<file path="src/alcs_pkg.sv">
`timescale 1ns / 1ps

package alcs_pkg;

    // Default build parameters.
    localparam int MAX_CHAIN_DEF  = 256;
    localparam int DUMMY_LEDS_DEF = 2;

    // Line codes and word size.
    localparam logic [3:0] CODE_ZERO = 4'd7;
    localparam logic [3:0] CODE_ONE  = 4'd14;
    localparam int         WORD_BITS = 24;

    // Register reset values.
    localparam logic [7:0] NUM_LEDS_RST    = 8'd8;
    localparam logic [7:0] RESET_SLOTS_RST = 8'd2;

    // Queue between the front and the back end.
    localparam int QUEUE_DEPTH = 4;
    localparam int QPTR_W      = $clog2(QUEUE_DEPTH);
    localparam int QCNT_W      = $clog2(QUEUE_DEPTH + 1);

    // Register map, indexed by word address.
    localparam logic [1:0] REG_NUM_LEDS    = 2'd0;
    localparam logic [1:0] REG_RESET_SLOTS = 2'd1;
    localparam logic [1:0] REG_CONTINUOUS  = 2'd2;

    typedef enum logic [1:0] {
        OP_SET_COLOR = 2'd0,
        OP_SLOT      = 2'd1,
        OP_REFRESH   = 2'd2
    } op_t;

    typedef struct packed {
        logic [7:0] number_of_leds;
        logic [7:0] reset_slots;
        logic       continuous_scan;
    } cfg_t;

    // One LED word ready for serialization.
    typedef struct packed {
        logic [WORD_BITS-1:0] word;
        logic                 half;
    } slot_word_t;

    typedef struct packed {
        logic       valid;
        slot_word_t data;
    } push_t;

endpackage

</file>
<file path="src/alcs_back.sv">
`timescale 1ns / 1ps

module alcs_back (
    input  logic                 clk,
    input  logic                 rst_n,
    input  logic                 nonempty,
    input  alcs_pkg::slot_word_t head,
    output logic                 pop,
    output logic                 out_valid,
    input  logic                 out_ready,
    output logic [3:0]           compare_value,
    output logic [4:0]           bit_position,
    output logic                 buffer_half,
    output logic                 last_in_run
);
    import alcs_pkg::*;

    logic                 busy_reg;
    logic [WORD_BITS-1:0] word_reg;
    logic                 half_reg;
    logic [4:0]           cnt_reg;
    logic                 out_valid_reg;
    logic [3:0]           cv_reg;
    logic [4:0]           bp_reg;
    logic                 bh_reg;
    logic                 last_reg;

    logic advance;
    logic emit;
    logic last_bit;
    logic load;

    // One code per cycle unless stalled; a new word loads as the last code leaves.
    assign advance  = !out_valid_reg || out_ready;
    assign emit     = busy_reg && advance;
    assign last_bit = (cnt_reg == 5'(WORD_BITS - 1));
    assign load     = nonempty && (!busy_reg || (emit && last_bit));
    assign pop      = load;

    assign out_valid     = out_valid_reg;
    assign compare_value = cv_reg;
    assign bit_position  = bp_reg;
    assign buffer_half   = bh_reg;
    assign last_in_run   = last_reg;

    // Control state.
    always_ff @(posedge clk or negedge rst_n)
    begin
        if (!rst_n)
        begin
            busy_reg      <= 1'b0;
            cnt_reg       <= 5'd0;
            out_valid_reg <= 1'b0;
        end
        else
        begin
            if (load)
            begin
                busy_reg <= 1'b1;
            end
            else if (emit && last_bit)
            begin
                busy_reg <= 1'b0;
            end

            if (load)
            begin
                cnt_reg <= 5'd0;
            end
            else if (emit)
            begin
                cnt_reg <= cnt_reg + 5'd1;
            end

            if (emit)
            begin
                out_valid_reg <= 1'b1;
            end
            else if (out_ready)
            begin
                out_valid_reg <= 1'b0;
            end
        end
    end

    // Shift register and output payload.
    always_ff @(posedge clk)
    begin
        if (load)
        begin
            word_reg <= head.word;
            half_reg <= head.half;
        end
        else if (emit)
        begin
            word_reg <= {word_reg[WORD_BITS-2:0], 1'b0};
        end

        if (emit)
        begin
            cv_reg   <= word_reg[WORD_BITS-1] ? CODE_ONE : CODE_ZERO;
            bp_reg   <= cnt_reg;
            bh_reg   <= half_reg;
            last_reg <= last_bit;
        end
    end

endmodule

</file>
<file path="config.mk">
export PLATFORM = sky130hd
export DESIGN_NAME = alcs_back
export DESIGN_NICKNAME = d
export VERILOG_FILES = /design/src/alcs_pkg.sv /design/src/alcs_back.sv
export SDC_FILE = /design/constraint.sdc
export NUM_CORES = 1
export LEC_CHECK = 0
export BUFFER_PORTS_ARGS = -buffer_cell sky130_fd_sc_hd__buf_2
export CORE_MARGIN = 2
export CORE_UTILIZATION = 25
export CTS_BUF_LIST = sky130_fd_sc_hd__clkbuf_4 sky130_fd_sc_hd__clkbuf_8 sky130_fd_sc_hd__clkbuf_16
export CTS_CLUSTER_DIAMETER = 120
export DETAILED_ROUTE_END_ITERATION = 16
export PLACE_DENSITY = 0.49
export SLEW_MARGIN = 30
export SYNTH_ARGS = -nofsm -noshare
export SYNTH_HDL_FRONTEND = slang
export SYNTH_SLANG_ARGS = --single-unit
</file>
<file path="constraint.sdc">
create_clock -name clk -period 6.66 [get_ports clk]
set_input_delay 0.333 -clock clk [delete_from_list [all_inputs] [get_ports clk]]
set_output_delay 0.333 -clock clk [all_outputs]
set_load 0.05 [all_outputs]
</file>
==> flow_summary.ini <==
[drt]
routed_wl_mm = 3.14
ant_nets = 0
vias = 1025
wire_per_inst_um = 12.4
first_pass_iters = 4
drtIter0Drc = 38
route.detailed.drc = 0
avgViaCountPerCell = 4.05

[layout]
drive_above_1_share_pct = 49.4
postLayoutCellArea_um2 = 2230
largest_register_ffs = 24
antennaDiodeCount = 0
register_area_um2 = 1200
final_cell_mix = 39 x buf_2, 34 x edfxtp_1, 19 x mux2_4
final_common_cell = buf_2
final_nets = 183
area_delta_synth_final_pct = 22.1
fill_cells = 728
multi_input_area_um2 = 581
utilization_pct = 31.1

[floorplanning]
die_y_um = 89.5
ios = 42
start_util_pct = 25.4
dieWidth_um = 89.5
dieArea_um2 = 8000
fp-row-count = 31
core_um2 = 7180

[clocking]
postCtsResizedCells = 0
hold_buffers = 1
cts_root_buffer = clkbuf_8
h-tree-depth = 2
clkLatencyLatePin_ps = 280
postCtsSetupBuffers = 0
clkTransAtPathRegs_ps = 80
clockBufferDepth = 2
cts_made_buffers = 5
cts_tree = done
clock-sinks = 41

[yosys]
synth_seq_area_share_pct = 65.5
netlist_area_um2 = 1830
synth_warnings = 0
ys_seq_elements = 41
synth.avg_cell_area_um2 = 16.7
postSynthCellCount = 109
synth_cell_type_count = 29

[global_route]
grt_first_pass_wirelength_mm = 4.91
overflow = 0
grtUsageTotal_pct = 8.25
antenna_found_initial = 0
grt_pass1_vias = 1057
grt_max_degree = 25

[placed_design]
routabilityCongestion = 0.853
hpwl_mm = 2.25
io_buffer_count = 39
dpl-instance-area_um2 = 2120
pre_cts_ws_ps = 4450

[outcome]
outcome = finished clean

[sta]
timing.final.ws_setup_ps = 4160
finalCritPeriodShare_pct = 37.5
fmax_mhz = 400
tightest_slew_ps = 586
slew_viol_final = 0
tns_ps = 0
slew_headroom_pct = 60.9
fin_worst_skew_ps = 3.81
rsz0062_at_grt = no
hold_viol = 0
period_needed_ps = 2500
setup-violations-final = 0

[pwr]
swShare_pct = 30.7
p_switching_uw = 249
p_leak_nw = 0.951
power_uw = 810
pwr-share-clk_pct = 21.6
seqPwrFrac_pct = 49.8
p_per_area_nw_per_um2 = 363
ir_drop_mv = 0.0945
combPwrFrac_pct = 28.6
power.internal_uw = 561

[setup_path]
crit_path_max_fanout = 24
cp.arrival_ps = 2170
path_delay_family = buffers and inverters
startpoint_type = flip-flop
max_stage_delay_ps = 420
critPathSlowestCell = dfrtp_1
crit_type = reg -> out
crit_chain = ha_1 -> nand2_2 -> o31ai_4 -> nand2_4 -> inv_1 -> buf_2
critPathCaptureType = output pin
required_ps = 6330
critPathBufInv = 2

[job]
maxCapViolCount = 0

[min_path]
holdCritPathClass = in -> reg
-- path summary, 6_finish.rpt --
| kind | from | endpoint | slack, ps | cells past startpoint |
|---|---|---|---|---|
| worst max-delay path | cnt_reg[0]$_DFFE_PN0P_ | pop | 4160 | 6 |
| worst min-delay path | head[0] | half_reg$_DFFE_PP_ | 230 | 1 |
| worst max register to register | cnt_reg[0]$_DFFE_PN0P_ | word_reg[21]$_DFFE_PP_ | 4650 | 5 |
| worst min register to register | half_reg$_DFFE_PP_ | buffer_half$_DFFE_PP_ | 430 | 0 |
| max in group asynchronous | rst_n | cnt_reg[4]$_DFFE_PN0P_ | 6100 | 2 |
| min in group asynchronous | rst_n | cnt_reg[3]$_DFFE_PN0P_ | 400 | 2 |
-- routing by layer --
metal | up-vias | global-route usage (%) | part of all wire [%]
met1 | 497 | 11.4 | 49
met5 | - | 0 | 0
met2 | 32 | 11.4 | 44
met3 | 8 | 2.95 | 4.7
met4 | 0 | 4.07 | 2.9
li1 | 488 | - | -
-- power by group through the flow --
stage               sequential, mW  combinational, mW  clock (mW)
finish                       0.403              0.232       0.175
global route                 0.414              0.251       0.192
CTS                          0.405              0.236       0.182
detailed placement           0.409              0.234           0
global placement             0.406              0.228           0
floorplan                    0.447              0.143           0
-- cell usage after synthesis --
master / count / area (um^2)
a21o_1: 2 / 15.0
xnor2_1: 1 / 8.76
and2_1: 1 / 6.26
nor2b_1: 1 / 6.26
nand2b_1: 3 / 18.8
ha_1: 1 / 12.5
a221oi_1: 2 / 17.5
clkbuf_1: 1 / 3.75
inv_1: 4 / 15.0
mux2_2: 4 / 45.0
buf_6: 2 / 22.5
o21ai_0: 5 / 25.0
nand2_2: 1 / 6.26
nand2b_4: 1 / 13.8
and3_1: 1 / 6.26
a21oi_1: 1 / 5.00
nor2_1: 3 / 11.3
nand2_1: 5 / 18.8
edfxtp_1: 34 / 1020
buf_4: 2 / 15.0
a32o_1: 1 / 10.0
mux2_4: 19 / 285
a21boi_0: 1 / 7.51
o31ai_1: 1 / 7.51
conb_1: 1 / 3.75
dfrtp_1: 7 / 175
nor3_1: 2 / 10.0
nand2_4: 1 / 11.3
o31ai_4: 1 / 21.3
-- final cells by class --
| type | count | area share (%) |
|---|---|---|
| clock inverters | 1 | 0.224 |
| well taps | 99 | 5.56 |
| multi-input cells | 60 | 26.0 |
| clock buffers | 7 | 4.32 |
| flip-flops and latches | 41 | 53.6 |
| inverters | 4 | 0.673 |
| repair buffers | 41 | 9.54 |
-- through the flow --
step,instances,hold WS (ps)
after global routing,253,215
after CTS,253,221
after detailed placement,244,184
after global placement,244,177
after floorplan,110,37.4
final,253,231
-- worst register-to-register path: cells and delay by family (launching register included) --
kind,cells,cell delay (ps)
flops,1,420
simple gates,2,400
mux,1,390
compound gates,1,330
fa+ha+maj,1,230
-- cells by family (layout without fill, tap and decap cells) --
logic type      Yosys count  after routing  share of synthesized area, %
xor+xnor                  1              1                         0.480
mux                      23             23                          18.1
buf+inv                   9             53                          3.08
compound gates           14             14                          5.96
flops                    41             41                          65.5
other cells               1              2                         0.205
simple gates             19             19                          5.96
fa+ha+maj                 1              1                         0.685
Power figures use the tool's default switching activity.
