## config.mk

```make
export PLATFORM = sky130hd
export DESIGN_NAME = alcs_fifo
export DESIGN_NICKNAME = d
export VERILOG_FILES = /design/src/alcs_pkg.sv /design/src/alcs_fifo.sv
export SDC_FILE = /design/constraint.sdc
export NUM_CORES = 1
export LEC_CHECK = 0
export ABC_AREA = 1
export BUFFER_PORTS_ARGS = -buffer_cell sky130_fd_sc_hd__buf_2
export CAP_MARGIN = 20
export CORE_MARGIN = 2
export CORE_UTILIZATION = 50
export CTS_BUF_LIST = sky130_fd_sc_hd__clkbuf_4 sky130_fd_sc_hd__clkbuf_8
export CTS_CLUSTER_SIZE = 20
export DETAILED_ROUTE_END_ITERATION = 16
export GPL_TIMING_DRIVEN = 0
export PLACE_DENSITY = 0.82
export SLEW_MARGIN = 15
export SYNTH_ARGS = -nofsm -noshare
export SYNTH_HDL_FRONTEND = slang
export SYNTH_SLANG_ARGS = --single-unit
```

## constraint.sdc

```tcl
create_clock -name clk -period 2.1 [get_ports clk]
set_input_delay 0.21 -clock clk [delete_from_list [all_inputs] [get_ports clk]]
set_output_delay 0.21 -clock clk [all_outputs]
set_load 0.05 [all_outputs]
```

## src/alcs_pkg.sv

```systemverilog
`timescale 1ns / 1ps

package alcs_pkg;

    // Default build parameters.
    localparam int MAX_CHAIN_DEF  = 256;
    localparam int DUMMY_LEDS_DEF = 2;

    // Line codes and word size.
    localparam logic [3:0] CODE_ZERO = 4'd7;
    localparam logic [3:0] CODE_ONE  = 4'd14;
    localparam int         WORD_BITS = 24;

    // Register reset values.
    localparam logic [7:0] NUM_LEDS_RST    = 8'd8;
    localparam logic [7:0] RESET_SLOTS_RST = 8'd2;

    // Queue between the front and the back end.
    localparam int QUEUE_DEPTH = 4;
    localparam int QPTR_W      = $clog2(QUEUE_DEPTH);
    localparam int QCNT_W      = $clog2(QUEUE_DEPTH + 1);

    // Register map, indexed by word address.
    localparam logic [1:0] REG_NUM_LEDS    = 2'd0;
    localparam logic [1:0] REG_RESET_SLOTS = 2'd1;
    localparam logic [1:0] REG_CONTINUOUS  = 2'd2;

    typedef enum logic [1:0] {
        OP_SET_COLOR = 2'd0,
        OP_SLOT      = 2'd1,
        OP_REFRESH   = 2'd2
    } op_t;

    typedef struct packed {
        logic [7:0] number_of_leds;
        logic [7:0] reset_slots;
        logic       continuous_scan;
    } cfg_t;

    // One LED word ready for serialization.
    typedef struct packed {
        logic [WORD_BITS-1:0] word;
        logic                 half;
    } slot_word_t;

    typedef struct packed {
        logic       valid;
        slot_word_t data;
    } push_t;

endpackage

```

## src/alcs_fifo.sv

```systemverilog
`timescale 1ns / 1ps

module alcs_fifo (
    input  logic                        clk,
    input  logic                        rst_n,
    input  alcs_pkg::push_t             push,
    input  logic                        pop,
    output alcs_pkg::slot_word_t        head,
    output logic [alcs_pkg::QCNT_W-1:0] count,
    output logic                        nonempty
);
    import alcs_pkg::*;

    slot_word_t        q_reg [QUEUE_DEPTH];
    logic [QPTR_W-1:0] rd_ptr_reg;
    logic [QPTR_W-1:0] wr_ptr_reg;
    logic [QCNT_W-1:0] count_reg;

    assign head     = q_reg[rd_ptr_reg];
    assign count    = count_reg;
    assign nonempty = (count_reg != '0);

    // Entry storage.
    always_ff @(posedge clk)
    begin
        if (push.valid)
        begin
            q_reg[wr_ptr_reg] <= push.data;
        end
    end

    // Pointers and fill count.
    always_ff @(posedge clk or negedge rst_n)
    begin
        if (!rst_n)
        begin
            rd_ptr_reg <= '0;
            wr_ptr_reg <= '0;
            count_reg  <= '0;
        end
        else
        begin
            if (push.valid)
            begin
                wr_ptr_reg <= wr_ptr_reg + QPTR_W'(1);
            end
            if (pop)
            begin
                rd_ptr_reg <= rd_ptr_reg + QPTR_W'(1);
            end
            if (push.valid && !pop)
            begin
                count_reg <= count_reg + QCNT_W'(1);
            end
            else if (pop && !push.valid)
            begin
                count_reg <= count_reg - QCNT_W'(1);
            end
        end
    end

endmodule

```

==> results.cfg, run 1 <==
[synth]
ys_top_cells_by_count = edfxtp_1, nand2_1, inv_1
async_flop_share_pct = 6.54
yosysMostFrequentCell = edfxtp_1
avgSynthCellArea_um2 = 13.0
syn_area_um2 = 4390
synthTopCellsByArea = edfxtp_1, o211ai_1, nand2_1, inv_1, dfrtp_1
synth_top_cell_by_area = edfxtp_1
synth_top_area_share_pct = 68.4
seq_area_frac_synth_pct = 72.4
syn-num-nets = 374
synth_ff_type = edfxtp_1
yosysWarnings = 0
synth_seq_cells = 107
syn_inst = 339
ys_types = 18
synth-edff-count = 100

[timing]
finalCritPeriodShare_pct = 92.7
fmax_ghz = 0.513
drv_slew = 0
period_needed_ns = 1.95
relSlewSlack_pct = 57.6
rsz0062_at_grt = no
hold_viol_final = 0
fin_skew_ns = 0.0145
tightestPinTransition_ns = 0.635
setup_violations = 0
fin_tns_setup_ns = 0

[finish]
area_growth_pct = 16.0
multi_input_area_um2 = 847
finalNetCount = 447
fill_cells = 668
drive_gt1_share_pct = 22.5
regArea_um2 = 3180
fin_util_pct = 59.0
largest_register_ffs = 100
finalInstanceArea_um2 = 5090
antennaDiodeCount = 0

[detailed_routing]
drt_first_iter_violations = 241
drt-pass1-iter-count = 4
wire_per_inst_um = 16.6
via_count = 2750
drc_errors = 0
wl_mm = 8.72
drtAntennaViolNets = 0
vias_per_cell = 5.24

[setup_path]
cp.arrival_ns = 1.74
worstSetupPathType = flip-flop to primary output
r2r-end = q_reg[0][10]
crit_path_end_kind = primary output
critPathMaxFanout = 10
r2r_cells = 5
critPathRequiredTime_ns = 1.89
ff2ff_setup_slack_ns = 0.31
r2r-start = wr_ptr_reg[0]
crit_path_start_kind = flip-flop

[cts]
cts_buffer_depth = 2
cts_tree = yes
cts-root-buf = clkbuf_8
cts_sinks = 107
clk_pin_slew_worst_paths_ns = 0.10
cts_max_level = 3
cts_buffers = 9
clk_latency_ns = 0.36

[global_routing]
grt_pass1_wl_mm = 13.6
grt_pass1_vias = 2768
antenna_found_initial = 0
grt_start_max_net_pins = 26
grtUsageTotal_pct = 18.6
grt_overflow = 0

[placed_design]
postPlaceCellArea_um2 = 4810
place.detailed.hpwl_mm = 5.30
gp_congestion = 0.764
portBuffers = 57

[floorplan]
core_um2 = 8640
die_w_um = 97.7
die_h_um = 97.7
ios = 58
placement_rows = 34
initial_utilization_pct = 50.8
die_area_um2 = 9550

[pwr]
seqPwrFrac_pct = 35.9
p_clk_share_pct = 15.3
p_sw_share_pct = 46.5
switchingPower_uw = 3810
comb_power_share_pct = 48.7
power.density_nw_per_um2 = 1610
internal_power_uw = 4390
vdd_drop_max_v = 0.000875
p_leak_uw = 0.00214

[worst_hold_path]
min_from = push[4]
hold_class = input pin to flip-flop
hold_end = q_reg[3][4]
whs_path_depth = 1

[run_status]
status = finished, final reports clean

[flow_run]
cap_violations = 0
==> logic make-up (layout without fill, tap and decap cells) <==
kind of cell | after synthesis | in the layout | share of synthesized area (%)
fa+ha+maj | 6 | 6 | 1.88
compound gates | 51 | 51 | 8.66
buf+inv | 79 | 157 | 8.32
flops | 107 | 107 | 72.4
xor+xnor | 4 | 4 | 0.798
simple gates | 92 | 92 | 7.95
==> worst max-delay path by stage <==
stage              endpoint     startpoint  cells past startpoint  slack, ns
2_1_floorplan   q_reg[2][0]  wr_ptr_reg[0]                      4       0.55
3_3_place_gp    q_reg[2][1]  wr_ptr_reg[0]                      4       0.19
3_5_place_dp    q_reg[2][1]  wr_ptr_reg[0]                      4        0.1
4_1_cts        q_reg[2][22]  wr_ptr_reg[0]                      4       0.08
5_1_grt            head[21]  rd_ptr_reg[1]                      6       0.06
6_report           head[18]  rd_ptr_reg[1]                      6       0.15
==> layer usage <==
layer | up-vias | part of all wire [%] | GRT usage, %
met5 | - | 0 | 0
met4 | 0 | 2.0 | 8.44
met3 | 12 | 4.7 | 3.81
met2 | 89 | 52 | 31.9
met1 | 1344 | 41 | 22.9
li1 | 1305 | - | -
==> per-stage QoR <==
step	std cells	power (uW)	worst slack (ns)	hold slack, ns
detailed placement	504	6920	0.0979	0.0594
floorplan	339	5910	0.550	-0.0856
global placement	504	6810	0.190	0.0543
finish	525	8200	0.152	0.0499
CTS	521	8140	0.0801	0.0368
global route	525	8610	0.0610	0.0416
==> timing repair <==
action	4_1_cts	5_1_grt
hold endpoints to repair	7	0
gates resized for setup	0	0
hold buffers	1	0
setup buffers	0	0
==> worst max-delay path, stage by stage, from the launching register on <==
cell	delay (ns)
dfrtp_1	0.36
buf_4	0.17
inv_4	0.11
buf_2	0.25
o211ai_1	0.14
nand2_1	0.10
buf_2	0.27
==> power by group through the flow <==
stage | Combinational (uW) | Clock, uW | Sequential, uW
2_1_floorplan | 2840 | 0 | 3060
3_3_place_gp | 3830 | 0 | 2980
3_5_place_dp | 3920 | 0 | 3000
4_1_cts | 3930 | 1260 | 2950
5_1_grt | 4280 | 1350 | 2980
6_report | 3990 | 1260 | 2950
==> layout make-up <==
cell class	count	area share, %
Buffer	17	2.55
Multi-Input combinational cell	153	16.6
Sequential cell	107	62.4
Tap cell	108	2.65
Timing Repair Buffer	62	7.22
Inverter	62	4.62
Clock buffer	9	2.43
Clock inverter	7	1.50
==> cell usage in the layout, fill, tap and decap left out <==
master / n
nand3_1: 1
clkinvlp_4: 2
xnor2_1: 1
edfxtp_1: 100
nand4_1: 1
bufinv_16: 1
clkbuf_8: 9
dlygate4sd3_1: 1
inv_1: 61
clkinv_4: 2
buf_4: 6
buf_2: 62
inv_6: 1
ha_1: 5
fa_1: 1
nand2_1: 89
xor2_1: 3
nor2_1: 1
o21ai_1: 1
buf_8: 3
inv_4: 1
dfrtp_1: 7
clkbuf_1: 1
buf_6: 5
o211ai_1: 50
clkinv_2: 1
buf_16: 1
Note: power is estimated with default switching activity, not from simulation.
==> inputs of run 2 (changes only) <==
--- a/config.mk
+++ b/config.mk
@@ -9,12 +9,12 @@
 export BUFFER_PORTS_ARGS = -buffer_cell sky130_fd_sc_hd__buf_2
 export CAP_MARGIN = 20
 export CORE_MARGIN = 2
-export CORE_UTILIZATION = 50
+export CORE_UTILIZATION = 45
 export CTS_BUF_LIST = sky130_fd_sc_hd__clkbuf_4 sky130_fd_sc_hd__clkbuf_8
 export CTS_CLUSTER_SIZE = 20
 export DETAILED_ROUTE_END_ITERATION = 16
 export GPL_TIMING_DRIVEN = 0
-export PLACE_DENSITY = 0.82
+export PLACE_DENSITY = 0.76
 export SLEW_MARGIN = 15
 export SYNTH_ARGS = -nofsm -noshare
 export SYNTH_HDL_FRONTEND = slang
==> run 2 against run 1 <==
Compared with the run above:
- die area rose by 11%
- core utilization fell by 5.3 points
- global-route usage fell by 2.1 points
- via count fell by 3.2%
- critical path depth did not move
- largest cell class unchanged
- design area rose by 1.6%
- sequential power barely moved
- sequential cell count did not move
- first-iteration DRC count fell by 40%
- critical path type unchanged
==> results.cfg, run 2 (same netlist as run 1, synthesis figures left out) <==
[detailed_routing]
drt_first_iter_violations = 144
wl_mm = 8.38
drc_errors = 0
vias_per_cell = 4.85
wire_per_inst_um = 15.3
via_count = 2661
drt-pass1-iter-count = 4
drtAntennaViolNets = 0

[pwr]
seqPwrFrac_pct = 35.2
p_clk_share_pct = 17.2
internal_power_uw = 4620
switchingPower_uw = 3720
p_sw_share_pct = 44.6
vdd_drop_max_v = 0.000632
p_leak_uw = 0.00215
power.density_nw_per_um2 = 1610
comb_power_share_pct = 47.6

[placed_design]
place.detailed.hpwl_mm = 5.21
gp_congestion = 0.833
portBuffers = 57
place_ws_ns = 0.155
dp_cells = 530

[floorplan]
die_w_um = 103
placement_rows = 36
die_h_um = 103
core_um2 = 9640
ios = 58
initial_utilization_pct = 45.5
die_area_um2 = 10600

[setup_path]
r2r-start = wr_ptr_reg[0]
crit_path_start_kind = flip-flop
critical_path_buf_inv_count = 4
worstSetupPathType = flip-flop to primary output
slowest_stage = dfrtp_1
max_stage_delay_ns = 0.37
cp_top_family = buffers and inverters
crit_path_cell_trace = buf_4 > inv_4 > buf_2 > o211ai_1 > nand2_1 > buf_2
path_common_cell = buf_2
critPathRequiredTime_ns = 1.89
cp.arrival_ns = 1.72
crit_path_start = rd_ptr_reg[1]
critPathMaxFanout = 10
crit_path_end_kind = primary output

[finish]
final_common_cell = edfxtp_1
largest_register_ffs = 100
area_growth_pct = 17.8
finalNetCount = 447
antennaDiodeCount = 0
final_cells = 549
mostFrequentLayoutCells = edfxtp_1, nand2_1, buf_2, inv_1, o211ai_1
drive_gt1_share_pct = 22.4
fin_util_pct = 53.7

[global_routing]
grt_pass1_vias = 2672
grt_start_max_net_pins = 26
grt_overflow = 0
grtUsageTotal_pct = 16.5
grt_pass1_wl_mm = 12.7
antenna_found_initial = 0

[cts]
cts_tree = yes
cts_setup_buffers = 0
cts_sinks = 107
cts_buffers = 9
cts-root-buf = clkbuf_8
postCtsResizedCells = 0
cts_max_level = 3
postCtsHoldBufs = 1
cts_buffer_depth = 2
clk_latency_ns = 0.35
clk_pin_slew_worst_paths_ns = 0.09

[worst_hold_path]
min_from = push[2]
hold_class = input pin to flip-flop

[run_status]
status = finished, final reports clean

[timing]
drv_slew = 0
rsz0062_at_grt = no
fin_skew_ns = 0.00687
setup_violations = 0
tightestPinTransition_ns = 0.610
hold_viol_final = 0
fin_tns_setup_ns = 0
relSlewSlack_pct = 59.3
finalCritPeriodShare_pct = 92.0
fmax_ghz = 0.517
period_needed_ns = 1.93
postLayoutSetupSlackWorst_ns = 0.168

[flow_run]
cap_violations = 0
-- run 2: per-layer routing --
metal | vias to the layer above | global-route usage (%) | part of all wire, %
met3 | 12 | 2.24 | 5.0
met1 | 1280 | 18.9 | 41
met2 | 68 | 30.2 | 52
met5 | - | 0 | 0
met4 | 0 | 8.50 | 1.8
li1 | 1301 | - | -
-- run 2: layout make-up --
| cell class | instances | area [um2] |
|---|---|---|
| Tap cell | 133 | 166 |
| Clock inverter | 6 | 115 |
| Sequential cell | 107 | 3180 |
| Timing Repair Buffer | 62 | 378 |
| Inverter | 62 | 235 |
| Buffer | 17 | 130 |
| Clock buffer | 9 | 124 |
| Multi-Input combinational cell | 153 | 847 |
| Fill cell | 811 | 4470 |
-- run 2: final timing paths --
check / to / depth (start not counted) / slack (ns)
min in group asynchronous: count[0] / 2 / 0.22
max: head[21] / 6 / 0.17
max in group asynchronous: rd_ptr_reg[1] / 2 / 1.71
max reg2reg: q_reg[3][23] / 4 / 0.32
min reg2reg: count[2] / 2 / 0.51
min: q_reg[1][2] / 1 / 0.06
-- run 2: stage by stage --
step	hold WS (ns)	total power [uW]	cell area (um2)
after global routing	0.0517	8780	5170
after CTS	0.0487	8340	5110
after floorplan	-0.0856	5910	4390
final	0.0617	8340	5170
after global placement	0.0540	6830	4840
after detailed placement	0.0573	6920	4860
-- run 2: power by group through the flow --
stage	logic, uW	clock network (uW)	registers, uW
2_1_floorplan	2840	0	3060
3_3_place_gp	3850	0	2980
3_5_place_dp	3920	0	3000
4_1_cts	3940	1460	2950
5_1_grt	4280	1530	2970
6_report	3970	1440	2940
==> inputs of run 3 (changes only) <==
--- a/config.mk
+++ b/config.mk
@@ -14,7 +14,7 @@
 export CTS_CLUSTER_SIZE = 20
 export DETAILED_ROUTE_END_ITERATION = 16
 export GPL_TIMING_DRIVEN = 0
-export PLACE_DENSITY = 0.76
+export PLACE_DENSITY = 0.63
 export SLEW_MARGIN = 15
 export SYNTH_ARGS = -nofsm -noshare
 export SYNTH_HDL_FRONTEND = slang
==> run 3 against run 2 <==
Compared with the run above:
- maximum frequency rose by 0.71%
- combinational power barely moved
- die area did not move
- power fell by 3.8%
- wire length fell by 3.5%
- non-clock buffer count did not move
- core utilization fell by 0.35 points
- setup slack improved by 0.014 ns
- count of clock-buffer cells in the layout did not move
- sequential cell count did not move
- sequential power barely moved
- critical path type unchanged
- highest routed layer unchanged
==> results.cfg, run 3 (same netlist as run 1, synthesis figures left out) <==
[setup_path]
cp.arrival_ns = 1.71
r2r-start = wr_ptr_reg[1]
r2r-end = q_reg[1][0]
worstSetupPathType = flip-flop to primary output
r2r_cells = 5
crit_path_end_kind = primary output
critPathMaxFanout = 10
critPathRequiredTime_ns = 1.89
crit_path_start_kind = flip-flop
ff2ff_setup_slack_ns = 0.33

[timing]
tightestPinTransition_ns = 0.713
period_needed_ns = 1.92
fin_skew_ns = 0.00853
hold_viol_final = 0
drv_slew = 0
fin_tns_setup_ns = 0
finalCritPeriodShare_pct = 91.4
fmax_ghz = 0.521
relSlewSlack_pct = 52.4
setup_violations = 0
rsz0062_at_grt = no

[cts]
cts-root-buf = clkbuf_8
cts_sinks = 107
cts_buffers = 9
cts_max_level = 3
clk_latency_ns = 0.36
clk_pin_slew_worst_paths_ns = 0.10
cts_buffer_depth = 2
cts_tree = yes

[detailed_routing]
drt_first_iter_violations = 79
wl_mm = 8.08
drtAntennaViolNets = 0
wire_per_inst_um = 14.7
via_count = 2609
vias_per_cell = 4.74
drt-pass1-iter-count = 4
drc_errors = 0

[finish]
antennaDiodeCount = 0
mostFrequentLayoutCells = edfxtp_1, nand2_1, buf_2, inv_1, o211ai_1
largest_register_ffs = 100
final_cells = 550
final_common_cell = edfxtp_1
drive_gt1_share_pct = 22.5
finalNetCount = 447
area_growth_pct = 17.1

[worst_hold_path]
hold_class = input pin to flip-flop
whs_path_depth = 1
hold_end = q_reg[2][7]
min_from = push[7]

[pwr]
power.density_nw_per_um2 = 1560
p_leak_uw = 0.00214
vdd_drop_max_v = 0.000592

[placed_design]
place.detailed.hpwl_mm = 5.35
dp_cells = 532
portBuffers = 57
gp_congestion = 0.692

[flow_run]
cap_violations = 0

[floorplan]
initial_utilization_pct = 45.5
ios = 58
die_h_um = 103
die_area_um2 = 10600
placement_rows = 36
core_um2 = 9640
die_w_um = 103

[global_routing]
antenna_found_initial = 0
grt_start_max_net_pins = 26
grt_pass1_vias = 2403
grtUsageTotal_pct = 16.0
grt_pass1_wl_mm = 12.2
grt_overflow = 0

[run_status]
status = finished, final reports clean
run 3: final cells by class:
type	count	area [um2]
clock inverter	7	53.8
sequential	107	3180
inverter	62	235
tap	133	166
buffer	17	130
clock buffer	9	124
timing repair buffer	62	405
multi-input combinational	153	847
fill	844	4500
run 3: where the power goes:
group / switching (uW) / internal, uW / total, uW
clock network: 675 / 437 / 1110
logic: 2920 / 1070 / 3980
registers: 133 / 2800 / 2930
total: 3720 / 4300 / 8030
run 3: worst max path at each step:
stage | from | end | cells past startpoint
final | rd_ptr_reg[1] | head[15] | 6
after detailed placement | wr_ptr_reg[0] | q_reg[0][3] | 4
after floorplan | wr_ptr_reg[0] | q_reg[2][0] | 4
after global routing | rd_ptr_reg[1] | head[0] | 6
after CTS | wr_ptr_reg[0] | q_reg[0][2] | 4
after global placement | wr_ptr_reg[0] | q_reg[2][3] | 4
run 3: what timing repair did:
item | 4_1_cts | 5_1_grt
gates resized for setup | 0 | 0
hold endpoints to repair | 7 | 0
setup endpoints to repair | 0 | 0
hold buffers | 1 | 0
setup buffers | 0 | 0
run 3: per-stage QoR:
stage                     cell area [um2]  util, %  worst slack, ns  hold slack (ns)  power [uW]
after global routing                 5140     53.3           0.0487           0.0472        8480
after floorplan                      4390        -            0.550          -0.0856        5910
after global placement               4840     50.2            0.141           0.0573        6850
final                                5140     53.3            0.181           0.0584        8030
after CTS                            5110     53.0            0.122           0.0417        8120
after detailed placement             4920     51.1            0.148           0.0618        7010
run 3: layer usage:
metal | up-vias | GRT usage, % | part of all wire [%]
met3 | 10 | 2.51 | 3.9
li1 | 1301 | - | -
met1 | 1245 | 20.1 | 44
met2 | 53 | 28.1 | 51
met4 | 0 | 6.07 | 1.2
met5 | - | 0 | 0
run 3: critical path, cell delays in order, from the launching register on:
cell,delay [ns]
dfrtp_1,0.37
buf_4,0.16
inv_4,0.10
buf_2,0.25
o211ai_1,0.12
nand2_1,0.09
buf_2,0.26
